===== src/hdl/isqn_pkg.sv =====
// Shared widths, constants and the controller state type of the square root block.
// Depends on nothing.
package isqn_pkg;

  localparam int WORD_W    = 32;
  localparam int ROOT_W    = 16;
  localparam int ITER_MAX  = 5;
  localparam int ITER_W    = $clog2(ITER_MAX + 1);
  localparam int LZ_W      = $clog2(WORD_W + 1);
  localparam int SHIFT_W   = LZ_W - 1;
  localparam int DIV_CNT_W = $clog2(WORD_W);

  typedef enum logic [2:0] {
    ST_IDLE,
    ST_SCAN,
    ST_SEED,
    ST_DIVIDE,
    ST_UPDATE
  } state_t;

endpackage


===== src/hdl/isqn_div.sv =====
// Bit-serial restoring divider: one quotient bit per cycle.
// Depends on isqn_pkg.
module isqn_div (
  input  logic                         clk,
  input  logic                         rst,
  input  logic                         go,
  input  logic [isqn_pkg::WORD_W-1:0]  dividend,
  input  logic [isqn_pkg::WORD_W-1:0]  divisor,
  output logic                         done,
  output logic [isqn_pkg::WORD_W-1:0]  quotient
);

  logic [isqn_pkg::WORD_W-1:0]    rem;
  logic [isqn_pkg::WORD_W-1:0]    quo;
  logic [isqn_pkg::WORD_W-1:0]    dvsr;
  logic [isqn_pkg::DIV_CNT_W-1:0] cnt;
  logic                           run;

  logic [isqn_pkg::WORD_W:0] rem_sh;
  logic [isqn_pkg::WORD_W:0] dvsr_ext;
  logic                      fits;

  // Bring down the next dividend bit and try the subtraction.
  assign rem_sh   = {rem, quo[isqn_pkg::WORD_W-1]};
  assign dvsr_ext = {1'b0, dvsr};
  assign fits     = (rem_sh >= dvsr_ext);

  always_ff @(posedge clk) begin
    if (rst) begin
      run  <= 1'b0;
      done <= 1'b0;
      cnt  <= '0;
    end else begin
      done <= 1'b0;
      if (go) begin
        run  <= 1'b1;
        cnt  <= '0;
        rem  <= '0;
        quo  <= dividend;
        dvsr <= divisor;
      end else if (run) begin
        if (fits) begin
          rem <= isqn_pkg::WORD_W'(rem_sh - dvsr_ext);
        end else begin
          rem <= rem_sh[isqn_pkg::WORD_W-1:0];
        end
        quo <= {quo[isqn_pkg::WORD_W-2:0], fits};
        cnt <= cnt + 1'b1;
        if (cnt == isqn_pkg::DIV_CNT_W'(isqn_pkg::WORD_W - 1)) begin
          run  <= 1'b0;
          done <= 1'b1;
        end
      end
    end
  end

  assign quotient = quo;

endmodule


===== src/hdl/integer_square_root_newton.sv =====
// Top level of the integer square root block: seed search, Newton control and output.
// Depends on isqn_pkg and isqn_div.
//
//   channel   | handshake           | payload
//   ----------+---------------------+------------------------
//   command   | start, busy         | radicand[31:0]
//   result    | done (strobe)       | root[15:0]
//
// A beat is taken at a rising edge where start is high and busy is low.
// The leading-zero scan shifts the radicand one bit a cycle until its top bit is set or all bits are shifted out.
// Each Newton step runs the bit-serial divider (ST_DIVIDE) and then the update
// state (ST_UPDATE); busy stays high from the accepted beat until the controller
// is idle again, and done rises in the same cycle that busy falls.
// Reset (rst, synchronous) returns the controller to idle and drops done.
// The result is shown for exactly one cycle on done; the receiver cannot stall.
module integer_square_root_newton (
  input  logic                         clk,
  input  logic                         rst,
  input  logic                         start,
  input  logic [isqn_pkg::WORD_W-1:0]  radicand,
  output logic                         busy,
  output logic                         done,
  output logic [isqn_pkg::ROOT_W-1:0]  root
);

  isqn_pkg::state_t state, state_next;

  // Working registers. The radicand copy is the dividend of every step,
  // scan is a shifted copy used to count leading zeros, cur is the iterate.
  logic [isqn_pkg::WORD_W-1:0]  a;
  logic [isqn_pkg::WORD_W-1:0]  scan;
  logic [isqn_pkg::LZ_W-1:0]    lz;
  logic [isqn_pkg::WORD_W-1:0]  cur;
  logic [isqn_pkg::ITER_W-1:0]  iter;

  logic                         div_go;
  logic                         div_done;
  logic [isqn_pkg::WORD_W-1:0]  div_q;
  logic [isqn_pkg::WORD_W-1:0]  divisor;

  logic                         scan_end;
  logic [isqn_pkg::LZ_W-1:0]    bits_used;
  logic [isqn_pkg::SHIFT_W-1:0] seed_sh;
  logic [isqn_pkg::WORD_W-1:0]  seed;
  logic [isqn_pkg::WORD_W:0]    sum;
  logic [isqn_pkg::WORD_W-1:0]  next_val;
  logic                         last;

  // The scan stops at the first set bit, or after all bits for a zero radicand.
  assign scan_end  = scan[isqn_pkg::WORD_W-1] || (lz == isqn_pkg::LZ_W'(isqn_pkg::WORD_W));

  // Seed is two to the power of half the significant bit count.
  assign bits_used = isqn_pkg::LZ_W'(isqn_pkg::WORD_W) - lz;
  assign seed_sh   = bits_used[isqn_pkg::LZ_W-1:1];
  assign seed      = isqn_pkg::WORD_W'(1) << seed_sh;

  // Newton update: (a / cur + cur) / 2, carried in one extra bit.
  assign sum      = {1'b0, div_q} + {1'b0, cur};
  assign next_val = sum[isqn_pkg::WORD_W:1];
  assign last     = (next_val == cur) || (next_val == '0)
                 || (iter == isqn_pkg::ITER_W'(isqn_pkg::ITER_MAX - 1));

  always_ff @(posedge clk) begin
    if (rst) begin
      state <= isqn_pkg::ST_IDLE;
    end else begin
      state <= state_next;
    end
  end

  always_comb begin
    state_next = state;
    div_go     = 1'b0;
    divisor    = cur;
    case (state)
      isqn_pkg::ST_IDLE: begin
        if (start) begin
          state_next = isqn_pkg::ST_SCAN;
        end
      end
      isqn_pkg::ST_SCAN: begin
        if (scan_end) begin
          state_next = isqn_pkg::ST_SEED;
        end
      end
      isqn_pkg::ST_SEED: begin
        // The divider latches the seed at the same edge that cur does.
        div_go     = 1'b1;
        divisor    = seed;
        state_next = isqn_pkg::ST_DIVIDE;
      end
      isqn_pkg::ST_DIVIDE: begin
        if (div_done) begin
          state_next = isqn_pkg::ST_UPDATE;
        end
      end
      isqn_pkg::ST_UPDATE: begin
        if (last) begin
          state_next = isqn_pkg::ST_IDLE;
        end else begin
          div_go     = 1'b1;
          divisor    = next_val;
          state_next = isqn_pkg::ST_DIVIDE;
        end
      end
      default: begin
        state_next = isqn_pkg::ST_IDLE;
      end
    endcase
  end

  // Datapath registers follow the controller state.
  always_ff @(posedge clk) begin
    case (state)
      isqn_pkg::ST_IDLE: begin
        if (start) begin
          a    <= radicand;
          scan <= radicand;
          lz   <= '0;
        end
      end
      isqn_pkg::ST_SCAN: begin
        if (!scan_end) begin
          scan <= {scan[isqn_pkg::WORD_W-2:0], 1'b0};
          lz   <= lz + 1'b1;
        end
      end
      isqn_pkg::ST_SEED: begin
        cur  <= seed;
        iter <= '0;
      end
      isqn_pkg::ST_UPDATE: begin
        cur  <= next_val;
        iter <= iter + 1'b1;
      end
      default: begin
      end
    endcase
  end

  // The root is the low half of the last iterate; done strobes it for one cycle.
  always_ff @(posedge clk) begin
    if (rst) begin
      done <= 1'b0;
    end else begin
      done <= (state == isqn_pkg::ST_UPDATE) && last;
    end
  end

  always_ff @(posedge clk) begin
    if ((state == isqn_pkg::ST_UPDATE) && last) begin
      root <= next_val[isqn_pkg::ROOT_W-1:0];
    end
  end

  assign busy = (state != isqn_pkg::ST_IDLE);

  isqn_div u_div (
    .clk      (clk),
    .rst      (rst),
    .go       (div_go),
    .dividend (a),
    .divisor  (divisor),
    .done     (div_done),
    .quotient (div_q)
  );

endmodule


===== config.mk =====
export PLATFORM = sky130hd
export DESIGN_NAME = integer_square_root_newton
export DESIGN_NICKNAME = d
export VERILOG_FILES = /design/src/hdl/isqn_pkg.sv /design/src/hdl/isqn_div.sv /design/src/hdl/integer_square_root_newton.sv
export SDC_FILE = /design/constraint.sdc
export NUM_CORES = 1
export LEC_CHECK = 0
export ABC_AREA = 1
export BUFFER_PORTS_ARGS = -buffer_cell sky130_fd_sc_hd__buf_2
export CAP_MARGIN = 15
export CELL_PAD_IN_SITES_DETAIL_PLACEMENT = 0
export CELL_PAD_IN_SITES_GLOBAL_PLACEMENT = 2
export CORE_MARGIN = 10
export CORE_UTILIZATION = 40
export DETAILED_ROUTE_END_ITERATION = 12
export HOLD_SLACK_MARGIN = 0.03
export PLACE_DENSITY = 0.82
export SYNTH_ARGS = -nofsm -noshare
export SYNTH_HDL_FRONTEND = slang
export SYNTH_SLANG_ARGS = --single-unit

===== constraint.sdc =====
create_clock -name clk -period 13.15 [get_ports clk]
set_clock_uncertainty 0.05 [all_clocks]
set_input_delay 0.6575 -clock clk [delete_from_list [all_inputs] [get_ports clk]]
set_output_delay 0.6575 -clock clk [all_outputs]
set_load 0.05 [all_outputs]

* Word-level counts from Yosys, hierarchy flattened
Index checks and enable logic that the tools add are counted.
** Word-level totals
- Register bits :: 228
- Latch bits :: 0
- Memory bits (writable) :: 0
- Bits in read-only memories :: 0
- Input port bits :: 35
- Output and inout bits :: 18
- Logic and storage cells :: 78
- Memories :: 0
** Operators by class
- Add/subtract/negate cells :: 6
- Multipliers :: 0
- Divide/modulo/power cells :: 0
- $lt $le $gt $ge :: 1
- Eq/ne operators :: 12
- Shifts and indexed selects :: 1
- Multiplexer cells :: 25
- Bitwise logic cells :: 2
- Reduce and logical (&&, ||, !) cells :: 17
** Operators by type and width (number)
- $mux W32 :: 7
- $pmux W32 S2 :: 3
- $add A32 B32 Y33 :: 1
- $ge A33 B32 Y1 :: 1
- $eq A32 B32 Y1 :: 1
- $logic_not A32 Y1 :: 1
- $shl A1 B5 Y32 const A :: 1
- $sub A32 B32 Y32 :: 1
- $pmux W3 S5 :: 1
- $mux W6 :: 2
- $pmux W6 S2 :: 1
- $mux W3 :: 3
- $add A6 B1 Y6 const B :: 1
- $eq A3 B2 Y1 const B :: 2
- $eq A3 B3 Y1 const B :: 2
- $eq A6 B6 Y1 const B :: 1
- $ne A2 B2 Y1 const B :: 3
- $pmux W3 S2 :: 1
- $reduce_and A2 Y1 :: 3
- $reduce_and A3 Y1 :: 2
- $reduce_bool A2 Y1 :: 3
- $sub A6 B6 Y6 const A :: 1
- $add A5 B1 Y5 const B :: 1
- $eq A5 B5 Y1 const B :: 1
- 13 further kinds :: 20

* Logic depth before layout (Yosys ltp)
- Depth after elaboration :: 8
- Depth in mapped cells :: 26
- Gate-level depth less buffers :: 25

* Cells and area by module
A second synthesis with hierarchy kept.
** Unflattened totals
- Cell total of the unflattened synthesis :: 2365
- Area total of the unflattened synthesis :: 16658.5 sq um
** By module, submodules not included
- integer_square_root_newton :: instances 1, cells each 1380, area an instance 9540.4 sq um, seq. area each 3713.6 sq um
- isqn_div :: instances 1, cells each 985, area an instance 7118.1 sq um, seq. area each 3022.9 sq um

* Least setup slack after synthesis
No wires, ideal clock.
- Path kind :: flip-flop to flip-flop
- Start :: register cur[1] (netlist bit)
- End :: register u_div.quo (netlist bit u_div.quotient[0]), enable pin
- Setup time :: 574 ps
- Arrival time :: 6906 ps
- Required time :: 12526 ps
- Path slack :: 5620 ps
- Cell stages (with the launch flop) :: 25
- Path buffers :: 1
- Clock period less this slack :: 7530 ps
- Cell sequence :: edfxtp_1 > inv_1 > fa_1 > inv_1 > nand2_1 > nand2_1 > nand3_1 > nand2_1 > nand2_1 > nand2_1 > nand2_1 > nand2_1 > nand2_1 > nand2_2 > nand2_1 > nand2_1 > nor2_1 > nand2_1 > nor2_2 > nand3_2 > nand2_2 > nand2_4 > nand2_8 > buf_6 > o21ai_0
** Between the ends
- Longest elaborated chain between the ends :: 8
- Elaborated cells between the ends (all ways) :: 9
- Those cells by class :: add/sub: 1; eq/ne: 1; mux: 2; reduce/logical: 5
** Ends and longest elaborated chain
- from (decl) :: RTL line integer_square_root_newton.sv:33 : logic [isqn_pkg::WORD_W-1:0] cur;
- from (signal assigned) :: RTL line integer_square_root_newton.sv:133 : cur <= next_val;
- $add A32 B32 Y33 :: RTL line integer_square_root_newton.sv:58 : assign sum = {1'b0, div_q} + {1'b0, cur};
- $eq A32 B32 Y1 or $logic_not A32 Y1 (tied branches) :: RTL line integer_square_root_newton.sv:60 : assign last = (next_val == cur) || (next_val == '0)
- $logic_or A1 B1 Y1 (*) :: RTL line integer_square_root_newton.sv:60
- $logic_or A1 B1 Y1 (*) :: RTL line integer_square_root_newton.sv:61 : || (iter == isqn_pkg::ITER_W'(isqn_pkg::ITER_MAX - 1));
- $mux W1 (*) :: RTL line integer_square_root_newton.sv:98 : if (last) begin
- $pmux W1 S2 (*) :: RTL line integer_square_root_newton.sv:75 : case (state)
- $reduce_bool A2 Y1 (no line) (*)
- $reduce_and A2 Y1 (no line) (*)
- to (signal assigned) :: RTL line isqn_div.sv:39 : quo <= dividend;
- to (signal assigned) :: RTL line isqn_div.sv:47 : quo <= {quo[isqn_pkg::WORD_W-2:0], fits};
- to (decl) :: RTL line isqn_div.sv:14 : logic [isqn_pkg::WORD_W-1:0] quo;
Every way passes the cells marked *; elsewhere a longest branch is shown, timed or not.
A chain may end at the register's enable or synchronous reset.

* Worst setup path after layout
- Start :: register cur[21] (netlist bit)
- End :: register u_div.quo (netlist bit u_div.quotient[27]), enable pin
Same word-level chain as after synthesis.

==> impl_results.md <==
* Outcome: complete, no violations
* Fin area at 0.0166 mm2
* Worst hold slack at 0.229 ns
* Post-Route WL at 45.3 mm
* Residual DRC at 0
* CP arrival at 5.14 ns
* Site Rows at 70
* GRT Max-Usage Layer: met2
* Initial Utilization at 40.6%
* Pwr dens at 213 mW/mm2
* Levels on crit path at 20
* MaxCap Viol Count at 0
* Top-area cell type share of the netlist area at 43.7%
* Worst-margin pin slew at 1.08 ns
* CP dominant cell by count: nand2_1
* M1 GR Usage at 28.2%
* Gpl congestion at 0.896
* Flops & latches, synth at 228
* Boundary pin count at 53
* Diodes inserted at 0
* CP Capture Type: register
* Drt first pass iters at 7
* CP max FO at 82
* Maximum clock path buffer count at 3
* Dpl cell area at 0.0157 mm2
* Die Height at 213 um
* Logic pwr share at 44.7%
* Critical path, cell by cell: ha_1, nand2_1, nor2_1, nand2_1, nor2_1, nand2_1, nand3_1, nand2_1, nand2_1, nand2_1, nand2_1, nor2_1, nand2_1, nor2_1, nand3_2, nand2_2, nand2_4, nand2_8, o21ai_4, buf_4
* Final setup fails at 0
* Reg-to-Reg End: u_div.quotient[27]
* Sequential share of the synthesized area at 45.2%
* Setup_tns at 0 ns
* Layout cell share with drive strength beyond 1 at 6.81%
* Cell taking the most area after synthesis: edfxtp_1
* Avg Inst Size Synth at 7.57 um2
* Net Sw Power at 1.53 mW
* Post-CTS sizing at 0
* Fmax at 199 MHz
* Most common cell after layout, fill and taps aside: nand2_1
* Clock power share at 22.1%
* Crit path launch type: register
* Final hold viol count at 0
* Ranking of synthesized cells by area: edfxtp_1, nand2_1, inv_1, ha_1, nor2_1
* Leak at 7.76 nW
* Sequential Power Share at 33.2%
* Clock Sinks at 228
* Die ar. at 0.0454 mm2
* Syn nets at 2,076
* Worst Hold Class: in2reg
* Final Core Density at 45.3%
* HPWL Detailed at 35.1 mm
* Largest net degree at the start of global routing at 83
* Via Count at 12,792
* Initial antenna violation count at 1
* Synth warnings at 0
* Syn-to-layout area delta at 11.4%
* DR vias/cell at 5.10
* Clock tree from TritonCTS: yes
* CP Launch Point: cur[21]
* Worst vdd ir at 0.140 mV
* Vias in the first global route at 12,491
* Port Buffers at 52
* GR Util met3 at 2.58%
* FF-to-FF setup slack at 8.14 ns
* Clk slew on worst S/H paths at 0.06 ns
* Global-route wire length before repair at 70.3 mm
* Die width at 213 um
* Max Slew Vio Count at 0
* M2 GR Usage at 32.3%
* Post-layout min period at 5.01 ns
* Post-CTS Repair Setup Buffers at 0
* Power Total at 3.54 mW
* Cells on worst reg2reg path at 20
* Initial drt markers at 832
* Synthesized instance count at 1,970
* Clk root buf: clkbuf_16
* Core ar. at 0.0367 mm2
* Post-synth ARST share at 0%
* H-tree depth at 1
* Worst path bufs/invs at 1
* Commonest cells after routing, fill and taps aside: nand2_1, inv_1, edfxtp_1
* Cell-internal power at 2.01 mW
* Worst skew pair latency at 0.57 ns
* CTS buffer count at 28
* Net Sw Frac at 43.2%
* Slew margin rel. at 27.9%
* Worst r2r src: cur[21]
* Synth Flop Type: edfxtp_1
* Overflow after GRT at 0
* DR WL/cell at 18.1 um
* Yosys cell types at 49
* Post-Synthesis Cell Area at 0.0149 mm2
* WP data required at 13.27 ns
* Final period util at 38.1%
* CP max stage delay at 0.76 ns
* Worst setup path endpoint: u_div.quotient[27]
* Critical path class: reg2reg
* CP delay by family, top: simple AND/OR/NAND/NOR gates
* Critical Path Slowest Stage Cell: buf_4
* NumNets Final at 2,128
* RSZ-0062 raised after global routing: false
* Total global routing track utilization at 20.1%
* CTS Hold Bufs at 0
* Number of synthesized flops with an enable pin at 217
* Routed Antenna Nets at 0
## worst min path at each step
stage / from / to / slack (ns) / cells after the start
global placement: u_div.cnt[4] / u_div.cnt[4] / 0.41 / 2
floorplan: u_div.cnt[4] / u_div.cnt[4] / 0.39 / 2
CTS: radicand[1] / a[1] / 0.20 / 1
finish: radicand[0] / a[0] / 0.23 / 1
global route: radicand[0] / a[0] / 0.22 / 1
detailed placement: u_div.cnt[4] / u_div.cnt[4] / 0.41 / 2
## per-stage QoR
| stage | worst slack [ns] | cells |
|---|---|---|
| after CTS | 8.10 | 2507 |
| after global routing | 7.74 | 2508 |
| after floorplan | 5.62 | 1970 |
| after detailed placement | 8.15 | 2459 |
| after global placement | 8.22 | 2459 |
| final | 8.14 | 2508 |
## routing by layer
| layer | vias up | part of all wire [%] |
|---|---|---|
| met3 | 49 | 5.4 |
| li1 | 6499 | - |
| met1 | 5936 | 48 |
| met5 | - | 0.029 |
| met2 | 306 | 45 |
| met4 | 2 | 1.8 |
## kinds of logic (layout without fill, tap and decap cells)
| logic type | count (synthesis) | in the layout | share of synthesized area, % |
|---|---|---|---|
| adders and majority gates | 71 | 71 | 6.06 |
| buffers and inverters | 331 | 401 | 8.71 |
| DFF | 228 | 228 | 45.2 |
| AOI/OAI and AO/OA | 216 | 216 | 8.04 |
| xor gates and xnor gates | 41 | 41 | 2.50 |
| and+or+nand+nor | 1083 | 1083 | 29.5 |
## synth_stat cells (2+ instances only)
cell and count:
nand2_1 757, inv_1 280, edfxtp_1 217, nor2_1 155, nand3_1 96, a21oi_1 90, ha_1 69, o21ai_0 49
o21ai_1 30, xnor2_1 27, clkbuf_1 26, nand4_1 22, nor3_1 18, o211ai_1 18, xor2_1 13, dfxtp_1 11
nand3b_1 11, a22oi_1 8, a31oi_1 7, inv_2 7, nand2_2 7, buf_2 6, buf_4 5, buf_6 4
nor4_1 4, a21o_1 3, nor2_2 3, a221oi_1 2, clkinv_1 2, fa_1 2, nand3_2 2, or2_2 2
## power groups by stage
stage,clock network [mW],registers (mW),logic [mW]
detailed placement,0,1.19,1.58
finish,0.781,1.17,1.58
global placement,0,1.19,1.57
CTS,0.802,1.18,1.59
floorplan,0,1.15,1.14
global route,0.831,1.19,1.80
## final cells by class
| class | instances | area, um2 |
|---|---|---|
| clock inverter | 7 | 101 |
| multi-input combinational | 1411 | 6910 |
| timing repair buffer | 64 | 370 |
| clock buffer | 41 | 822 |
| fill | 3773 | 20100 |
| tap | 468 | 586 |
| sequential | 228 | 6740 |
| inverter | 289 | 1080 |
## worst reg2reg max path, stage by stage, from the launching register on
cell and delay, ns:
edfxtp_1 0.52, ha_1 0.44, nand2_1 0.14, nor2_1 0.31, nand2_1 0.18, nor2_1 0.12, nand2_1 0.13, nand3_1 0.12
nand2_1 0.07, nand2_1 0.15, nand2_1 0.07, nand2_1 0.07, nor2_1 0.04, nand2_1 0.10, nor2_1 0.06, nand3_2 0.09
nand2_2 0.30, nand2_4 0.22, nand2_8 0.33, o21ai_4 0.27, buf_4 0.76
## state kept, by name (all words and copies together), names as in the netlist, 5 cells and up
signal	cells
u_div.quotient	32
u_div.dvsr	32
cur	32
scan	32
lz	6
a	32
u_div.rem	32
u_div.cnt	5
root	16
No activity file was read; power rests on OpenSTA's default activity.
